## src/sv/rocca_pkg.sv

```systemverilog
`timescale 1ns / 1ps
`default_nettype none

package rocca_pkg;

  localparam int unsigned ROUNDS   = 20;
  localparam int unsigned CNT_W    = $clog2(ROUNDS);
  localparam int unsigned BLK      = 32;
  localparam int unsigned DATA_W   = 64;
  localparam int unsigned CNT_FLD_W = 6;
  localparam int unsigned PADDR_W  = 6;

  typedef enum logic [1:0] {
    CMD_INIT = 2'd0,
    CMD_AD   = 2'd1,
    CMD_MSG  = 2'd2,
    CMD_FIN  = 2'd3
  } cmd_e;

  typedef enum logic [2:0] {
    REG_KEY0  = 3'd0,
    REG_KEY1  = 3'd1,
    REG_KEY2  = 3'd2,
    REG_KEY3  = 3'd3,
    REG_NONCE0 = 3'd4,
    REG_NONCE1 = 3'd5,
    REG_MODE  = 3'd6
  } reg_idx_e;

  typedef enum logic [1:0] {
    ST_IDLE,
    ST_INIT,
    ST_FIN,
    ST_TAG
  } ctrl_state_e;

  typedef logic [7:0][127:0] state_t;

  typedef struct packed {
    logic [DATA_W-1:0] key0;
    logic [DATA_W-1:0] key1;
    logic [DATA_W-1:0] key2;
    logic [DATA_W-1:0] key3;
    logic [DATA_W-1:0] nonce0;
    logic [DATA_W-1:0] nonce1;
    logic              decrypt;
  } cfg_t;

  // Command bundle from the controller to the datapath.
  typedef struct packed {
    logic load_init;
    logic run_round;
    logic use_len;
    logic ad_blk;
    logic msg_blk;
    logic fin_start;
    logic tag_out;
  } dp_cmd_t;

  localparam logic [127:0] Z0 = 128'h428a2f98_d728ae22_71374491_23ef65cd;
  localparam logic [127:0] Z1 = 128'hb5c0fbcf_ec4d3b2f_e9b5dba5_8189dbbc;

  // Entry 0 sits in the top byte.
  localparam logic [2047:0] SBOX_TBL = {
    128'h637c777bf26b6fc53001672bfed7ab76,
    128'hca82c97dfa5947f0add4a2af9ca472c0,
    128'hb7fd9326363ff7cc34a5e5f171d83115,
    128'h04c723c31896059a071280e2eb27b275,
    128'h09832c1a1b6e5aa0523bd6b329e32f84,
    128'h53d100ed20fcb15b6acbbe394a4c58cf,
    128'hd0efaafb434d338545f9027f503c9fa8,
    128'h51a3408f929d38f5bcb6da2110fff3d2,
    128'hcd0c13ec5f974417c4a77e3d645d1973,
    128'h60814fdc222a908846eeb814de5e0bdb,
    128'he0323a0a4906245cc2d3ac629195e479,
    128'he7c8376d8dd54ea96c56f4ea657aae08,
    128'hba78252e1ca6b4c6e8dd741f4bbd8b8a,
    128'h703eb5664803f60e613557b986c11d9e,
    128'he1f8981169d98e949b1e87e9ce5528df,
    128'h8ca1890dbfe6426841992d0fb054bb16
  };

  function automatic logic [7:0] sbox(logic [7:0] x);
    logic [10:0] off;
    off = {~x, 3'b000};
    return SBOX_TBL[off +: 8];
  endfunction

  function automatic logic [7:0] xt(logic [7:0] a);
    return {a[6:0], 1'b0} ^ (a[7] ? 8'h1b : 8'h00);
  endfunction

  // One keyless AES round (SubBytes, ShiftRows, MixColumns) followed by XOR with k.
  function automatic logic [127:0] aes_enc_rk(logic [127:0] x, logic [127:0] k);
    logic [7:0]   t [16];
    logic [127:0] o;
    logic [7:0]   a0, a1, a2, a3;
    for (int c = 0; c < 4; c++) begin
      for (int r = 0; r < 4; r++) begin
        t[4*c+r] = sbox(x[8*(4*((c+r)%4)+r) +: 8]);
      end
    end
    for (int c = 0; c < 4; c++) begin
      a0 = t[4*c];
      a1 = t[4*c+1];
      a2 = t[4*c+2];
      a3 = t[4*c+3];
      o[8*(4*c)   +: 8] = xt(a0) ^ xt(a1) ^ a1 ^ a2 ^ a3 ^ k[8*(4*c)   +: 8];
      o[8*(4*c+1) +: 8] = a0 ^ xt(a1) ^ xt(a2) ^ a2 ^ a3 ^ k[8*(4*c+1) +: 8];
      o[8*(4*c+2) +: 8] = a0 ^ a1 ^ xt(a2) ^ xt(a3) ^ a3 ^ k[8*(4*c+2) +: 8];
      o[8*(4*c+3) +: 8] = xt(a0) ^ a0 ^ a1 ^ a2 ^ xt(a3) ^ k[8*(4*c+3) +: 8];
    end
    return o;
  endfunction

  function automatic state_t rocca_round(state_t s, logic [127:0] x0, logic [127:0] x1);
    state_t n;
    n[0] = s[7] ^ x0;
    n[1] = aes_enc_rk(s[0], s[7]);
    n[2] = s[1] ^ s[6];
    n[3] = aes_enc_rk(s[2], s[1]);
    n[4] = s[3] ^ x1;
    n[5] = aes_enc_rk(s[4], s[3]);
    n[6] = aes_enc_rk(s[5], s[4]);
    n[7] = s[0] ^ s[6];
    return n;
  endfunction

endpackage

`default_nettype wire

```

## src/sv/rocca_ctrl.sv

```systemverilog
`timescale 1ns / 1ps
`default_nettype none

module rocca_ctrl (
  input  wire logic               clk_i,
  input  wire logic               rst_ni,
  input  wire logic               in_valid_i,
  input  rocca_pkg::cmd_e         in_cmd_i,
  output logic                    in_ready_o,
  output logic                    out_valid_o,
  input  wire logic               out_ready_i,
  output rocca_pkg::dp_cmd_t      dp_cmd_o
);
  import rocca_pkg::*;

  ctrl_state_e      state_q, state_d;
  logic [CNT_W-1:0] cnt_q, cnt_d;
  logic             out_valid_q, out_valid_d;
  logic             accept;
  logic             last;

  assign in_ready_o  = (state_q == ST_IDLE) && (!out_valid_q || out_ready_i);
  assign accept      = in_valid_i && in_ready_o;
  assign last        = (cnt_q == CNT_W'(ROUNDS - 1));
  assign out_valid_o = out_valid_q;

  always_comb begin
    state_d = state_q;
    case (state_q)
      ST_IDLE: begin
        if (accept && in_cmd_i == CMD_INIT) begin
          state_d = ST_INIT;
        end else if (accept && in_cmd_i == CMD_FIN) begin
          state_d = ST_FIN;
        end
      end
      ST_INIT: if (last) state_d = ST_IDLE;
      ST_FIN:  if (last) state_d = ST_TAG;
      ST_TAG:  state_d = ST_IDLE;
      default: state_d = ST_IDLE;
    endcase
  end

  always_comb begin
    dp_cmd_o = '0;
    cnt_d    = cnt_q;
    case (state_q)
      ST_IDLE: begin
        cnt_d = '0;
        if (accept) begin
          case (in_cmd_i)
            CMD_INIT: dp_cmd_o.load_init = 1'b1;
            CMD_AD:   dp_cmd_o.ad_blk    = 1'b1;
            CMD_MSG:  dp_cmd_o.msg_blk   = 1'b1;
            CMD_FIN:  dp_cmd_o.fin_start = 1'b1;
            default:  dp_cmd_o.ad_blk    = 1'b0;
          endcase
        end
      end
      ST_INIT: begin
        dp_cmd_o.run_round = 1'b1;
        cnt_d = cnt_q + 1'b1;
      end
      ST_FIN: begin
        dp_cmd_o.run_round = 1'b1;
        dp_cmd_o.use_len   = 1'b1;
        cnt_d = cnt_q + 1'b1;
      end
      ST_TAG: dp_cmd_o.tag_out = 1'b1;
      default: cnt_d = '0;
    endcase
  end

  always_comb begin
    if (dp_cmd_o.msg_blk || dp_cmd_o.tag_out) begin
      out_valid_d = 1'b1;
    end else if (out_ready_i) begin
      out_valid_d = 1'b0;
    end else begin
      out_valid_d = out_valid_q;
    end
  end

  always_ff @(posedge clk_i or negedge rst_ni) begin
    if (!rst_ni) begin
      state_q     <= ST_IDLE;
      cnt_q       <= '0;
      out_valid_q <= 1'b0;
    end else begin
      state_q     <= state_d;
      cnt_q       <= cnt_d;
      out_valid_q <= out_valid_d;
    end
  end

endmodule

`default_nettype wire

```

## config.mk

```make
export PLATFORM = sky130hd
export DESIGN_NAME = rocca_ctrl
export DESIGN_NICKNAME = d
export VERILOG_FILES = /design/src/sv/rocca_pkg.sv /design/src/sv/rocca_ctrl.sv
export SDC_FILE = /design/constraint.sdc
export NUM_CORES = 1
export LEC_CHECK = 0
export BUFFER_PORTS_ARGS = -buffer_cell sky130_fd_sc_hd__buf_2
export CAP_MARGIN = 20
export CORE_AREA = 5 5 42 44
export DETAILED_ROUTE_END_ITERATION = 16
export DIE_AREA = 0 0 47 49
export PLACE_DENSITY = 0.63
export SLEW_MARGIN = 0
export SYNTH_ARGS = -nofsm -noshare
export SYNTH_HDL_FRONTEND = slang
export SYNTH_SLANG_ARGS = --single-unit
```

## constraint.sdc

```tcl
create_clock -name clk_i -period 1.7 [get_ports clk_i]
set_input_delay 0.17 -clock clk_i [delete_from_list [all_inputs] [get_ports clk_i]]
set_output_delay 0.17 -clock clk_i [all_outputs]
set_load 0.01 [all_outputs]
```

* Yosys cells after proc, flatten, opt, wreduce, memory -nomap -nowiden *
Index checks and enable logic that the tools add are counted.

word-level totals
  output and inout bits = 9
  memory bits (writable) = 0
  logic and storage cells = 46
  bits in latches = 0
  memory bits (read-only) = 0
  register bits after elaboration = 8
  memories kept = 0

operators by class
  div/mod/pow operators = 0
  reduce and logical (&&, ||, !) cells = 13
  equality and inequality tests = 10
  multipliers = 0
  muxes and demuxes = 19
  add/subtract/negate cells = 1
  magnitude comparators = 0
  bitwise logic cells = 0
  shift-type cells = 0

operator list
  cell                                           count
  2-to-1 mux 1 bit                               11
  case mux 5 bit (2 select lines)                1
  == test 2 bit, second input constant           4
  2-to-1 mux 2 bit                               4
  case mux 2 bit (4 select lines)                1
  2-to-1 mux 3 bit                               2
  adder 5 x 1 -> 5 bit, second input constant    1
  == test 5 bit, second input constant           1
  == test 2 x 1 -> 1 bit, second input constant  2
  logical AND 1 bit                              4
  zero test 2 bit                                2
  != test 2 bit, second input constant           2
  nonzero test 2 bit                             2
  != test 3 x 1 -> 1 bit, second input constant  1
  AND reduction 3 bit                            1
  logical OR 1 bit                               2
  OR reduction 2 bit                             1
  zero test 1 bit                                1

* Longest topological paths before layout *
  depth after elaboration = 8
  mapped depth = 6
  depth with buffers taken out = 6

* Worst setup path after synthesis *
No wires, ideal clock.

  kind = flip-flop to flip-flop
  start point = register state_q[0]
  end point = register state_q[1]
  buffers on the path = 0
  data arrival time = 1.456 ns
  required time = 1.575 ns
  stages on the path, launching flop included = 7
  slack = 0.119 ns
  clock period less this slack = 1.581 ns
  library setup time = 0.125 ns
  cells stage by stage = dfrtp_1 > inv_1 > ha_1 > nand2_1 > nor4_2 > a21oi_1 > mux2_4

between the ends
  longest elaborated chain between the ends = 6
  elaborated cells between the ends (all ways) = 14
  those cells by class = eq/ne (6); mux (2); reduce/logical (6)

ends and longest elaborated chain
  item                                                                           line                                source
  start, declared                                                                rocca_ctrl.sv:16                    ctrl_state_e state_q, state_d;
  start signal, assigned                                                         rocca_ctrl.sv:90                    state_q <= state_d;
  zero test 2 bit                                                                rocca_ctrl.sv:22, rocca_ctrl.sv:29
  logical AND 1 bit                                                              rocca_ctrl.sv:22                    assign in_ready_o = (state_q == ST_IDLE) && (!out_valid_q || out_ready_i);
  logical AND 1 bit                                                              rocca_ctrl.sv:23                    assign accept = in_valid_i && in_ready_o;
  logical AND 1 bit, on equally long branches                                    rocca_ctrl.sv:31, rocca_ctrl.sv:33
  2-to-1 mux 2 bit / != test 3 x 1 -> 1 bit (equally long branches)              n/a
  case mux 2 bit (4 select lines) / AND reduction 3 bit (equally long branches)  n/a

Several ways; a longest one is shown, not always the timed one.
A chain may end at the register's enable or synchronous reset.

==> load_flow_metrics.sql <==
INSERT INTO impl_metrics (metric_group, metric, value, unit) VALUES
('run_status', 'outcome', 'completed', ''),
('global_route', 'globalRouteOverflowTotal', '0', ''),
('final_layout', 'layout.core_utilization', '50.4', '%'),
('die', 'chipHeight', '49', 'um'),
('timing', 'fin_crit', '1580', 'ps'),
('timing', 'worst_pin_slew', '261', 'ps'),
('final_layout', 'drive_gt1_share', '36.7', '%'),
('critical_path', 'critical_path_at', '1410', 'ps'),
('cts', 'cts_tree', 'done', ''),
('global_route', 'first_global_vias', '438', ''),
('critical_path', 'critical_path_class', 'flop to output port', ''),
('routing', 'remaining_drc_errors', '0', ''),
('critical_path', 'cp_slowest_cell', 'dfrtp_1', ''),
('routing', 'vias_per_cell', '4.97', ''),
('final_layout', 'layout.nets', '94', ''),
('timing', 'final_cycle_share', '92.7', '%'),
('synthesis', 'synth_seq_cells', '8', ''),
('placement', 'gp_congestion', '0.663', ''),
('critical_path', 'setup.worst_path.end_class', 'output port', ''),
('timing', 'fin_worst_skew', '4.80', 'ps'),
('cts', 'cts_buffers', '3', ''),
('global_route', 'grt_first_pass_wirelength', '1.88', 'mm'),
('die', 'num_rows', '14', ''),
('synthesis', 'yosysWarningCount', '0', ''),
('synthesis', 'syn_nets', '72', ''),
('global_route', 'antenna_found_initial', '0', ''),
('final_layout', 'stdcell_area', '707', 'um^2'),
('power', 'power.leakage', '0.383', 'nW'),
('routing', 'initialDrtViolationCount', '3', ''),
('critical_path', 'critical_path.max_stage_delay', '400', 'ps'),
('cts', 'cts_buffer_depth', '2', ''),
('synthesis', 'syn_area', '553', 'um^2'),
('placement', 'io_buffer_count', '14', ''),
('critical_path', 'timing.critical_path.required', '1530', 'ps'),
('timing', 'max_freq', '634', 'MHz'),
('synthesis', 'synth_sequential_area_ratio', '36.2', '%'),
('critical_path', 'timing.critical_path.from_type', 'flop', ''),
('synthesis', 'ys_top_cells_by_area', 'dfrtp_1, ha_1, a21o_1, nand2_1, nor2_1', ''),
('placement', 'post-dp-hpwl', '848', 'um'),
('cts', 'clockRootBuffer', 'clkbuf_4', ''),
('cts', 'h-tree-depth', '1', ''),
('routing', 'detail_route.wl_per_cell', '11.5', 'um'),
('die', 'io-pin-count', '15', ''),
('die', 'core', '0.00140', 'mm^2'),
('final_layout', 'area_growth', '27.8', '%'),
('die', 'die_area', '0.00230', 'mm^2'),
('global_route', 'grt_max_degree', '9', ''),
('critical_path', 'path_max_fanout', '3', ''),
('routing', 'wl', '1.09', 'mm'),
('synthesis', 'yosys.cell_types.count', '21', ''),
('die', 'start_util', '39.5', '%'),
('power', 'power.density', '1680', 'mW/mm^2'),
('timing', 'final-max-slew-violation-count', '0', ''),
('power', 'ir_worst_vdd', '1.03', 'mV'),
('routing', 'dr_total_vias', '472', ''),
('synthesis', 'cell_type_with_the_largest_total_area_after_synthesis', 'dfrtp_1', ''),
('synthesis', 'fraction_of_post_synthesis_cell_area_in_the_top_cell_type_by_area', '36.2', '%'),
('final_layout', 'antenna_cells', '0', ''),
('routing', 'antenna_left', '0', ''),
('placement', 'dpl_cell_area', '643', 'um^2'),
('job', 'timing.max_cap.violations', '0', ''),
('hold_path', 'worst_hold_path_type', 'input pin to flop', ''),
('cts', 'tritoncts_num_sinks', '8', ''),
('cts', 'cts.reportedPaths.clkPinSlew', '50', 'ps'),
('cts', 'insertion_delay', '260', 'ps'),
('timing', 'unrepaired_setup_endpoints_after_global_routing', 'no', ''),
('global_route', 'total_global_route_track_usage', '11.5', '%'),
('timing', 'timing_hold_violations_final', '0', ''),
('timing', 'timing.final.setup_violations', '0', ''),
('timing', 'setup-tns-final', '0', 'ps'),
('routing', 'drt_pass1_iterations', '2', ''),
('timing', 'max-slew-margin-rel', '82.4', '%'),
('critical_path', 'timing.critical_path.cells', 'inv_2 > ha_2 > nand2_2 > nor2_2 > and3_2 > buf_2', ''),
('die', 'die_width', '47', 'um'),
('synthesis', 'synth_cells', '59', ''),
('synthesis', 'synth_area_per_cell', '9.37', 'um^2');
## layer usage
metal / part of all wire, % / global-route usage (%) / vias to the layer above
met5: 0 / 0 / -
met4: 3.6 / 8.29 / 0
met3: 6.0 / 4.43 / 4
met2: 45 / 16.1 / 13
met1: 45 / 13.7 / 212
li1: - / - / 243
## sequential cells by signal (all words and copies together) (netlist names)
register and flops:
out_valid_o 1, state_q 2, cnt_q 5
## path summary, 6_finish.rpt
check / slack [ps] / endpoint / cells past startpoint / startpoint
max: 120 / dp_cmd_o[1] / 6 / state_q[1]$_DFFE_PN0P_
min: 230 / out_valid_o$_DFFE_PN0P_ / 3 / in_cmd_i[1]
max reg2reg: 230 / state_q[1]$_DFFE_PN0P_ / 5 / state_q[1]$_DFFE_PN0P_
min reg2reg: 510 / cnt_q[4]$_DFFE_PN0P_ / 1 / cnt_q[4]$_DFFE_PN0P_
max in group asynchronous: 1240 / out_valid_o$_DFFE_PN0P_ / 2 / rst_ni
min in group asynchronous: 290 / state_q[1]$_DFFE_PN0P_ / 2 / rst_ni
## layout make-up
class / count / area, um^2
Tap cell: 16 / 20.0
Clock buffer: 3 / 22.5
Inverter: 3 / 11.3
Timing Repair Buffer: 17 / 95.1
Fill cell: 149 / 694
Multi-Input combinational cell: 48 / 358
Sequential cell: 8 / 200
## placed cells by master, fill, tap and decap left out
master / synthesis / final
buf_2: 0 / 14
dfrtp_1: 8 / 8
nor2_1: 7 / 6
nand2_1: 7 / 6
ha_1: 7 / 6
a21o_1: 4 / 4
o21ai_0: 4 / 4
clkbuf_4: 0 / 3
inv_2: 0 / 2
nor2b_1: 2 / 2
nand2b_1: 2 / 2
mux2i_1: 2 / 2
nand3_1: 2 / 2
nor3_1: 2 / 2
buf_4: 0 / 2
nor2b_4: 1 / 1
nand2_2: 0 / 1
nor2_2: 0 / 1
and3_2: 1 / 1
nor4_4: 0 / 1
a21oi_1: 1 / 1
nor3b_1: 1 / 1
inv_1: 3 / 1
xor2_1: 1 / 1
o31ai_1: 1 / 1
o21a_2: 1 / 1
mux2_4: 1 / 1
ha_2: 0 / 1
dlygate4sd3_1: 0 / 1
## stage by stage
| step | cells | power (mW) | setup slack [ps] | hold WS [ps] |
|---|---|---|---|---|
| finish | 95 | 1.18 | 124 | 231 |
| global route | 95 | 1.30 | 3.78 | 232 |
| CTS | 95 | 1.19 | 33.8 | 214 |
| detailed placement | 89 | 0.994 | 109 | 23.0 |
| global placement | 89 | 0.982 | 145 | 26.0 |
| floorplan | 59 | 0.809 | 119 | -126 |
## synth_stat cells
cell,instances
nand3_1,2
nand2_1,7
inv_1,3
mux2_4,1
a21oi_1,1
nor2_1,7
nor2b_1,2
nor3b_1,1
and3_2,1
mux2i_1,2
ha_1,7
o21ai_0,4
dfrtp_1,8
o31ai_1,1
nor2b_4,1
nor3_1,2
nor4_2,1
xor2_1,1
o21a_2,1
nand2b_1,2
a21o_1,4
## logic make-up (layout without fill, tap and decap cells)
logic type | count (synthesis) | in the layout | share of synthesized area [%]
xor gates and xnor gates | 1 | 1 | 1.58
AOI/OAI and AO/OA | 11 | 11 | 12.9
and+or+nand+nor | 26 | 26 | 25.1
buffers and inverters | 3 | 23 | 2.04
adders and majority gates | 7 | 7 | 15.8
muxes | 3 | 3 | 6.33
DFF | 8 | 8 | 36.2
## repair_timing
action                                  4_1_cts  5_1_grt
setup buffers                                 2        0
resized for setup                             2        4
hold buffers                                  1        0
endpoints found under the setup margin        2        4
endpoints found under the hold margin         8        0
## power breakdown
| part | internal [mW] | leakage, nW | switching [mW] | total [mW] |
|---|---|---|---|---|
| Sequential | 0.263 | 0.103 | 0.0531 | 0.316 |
| Combinational | 0.344 | 0.265 | 0.380 | 0.724 |
| Clock | 0.0807 | 0.0138 | 0.0641 | 0.145 |
## worst max-delay path: cells and delay by family (launching register included)
family	cells	cell delay, ps
flops	1	400
fa+ha+maj	1	190
buf+inv	2	200
simple gates	3	360
Power figures use the tool's default switching activity.
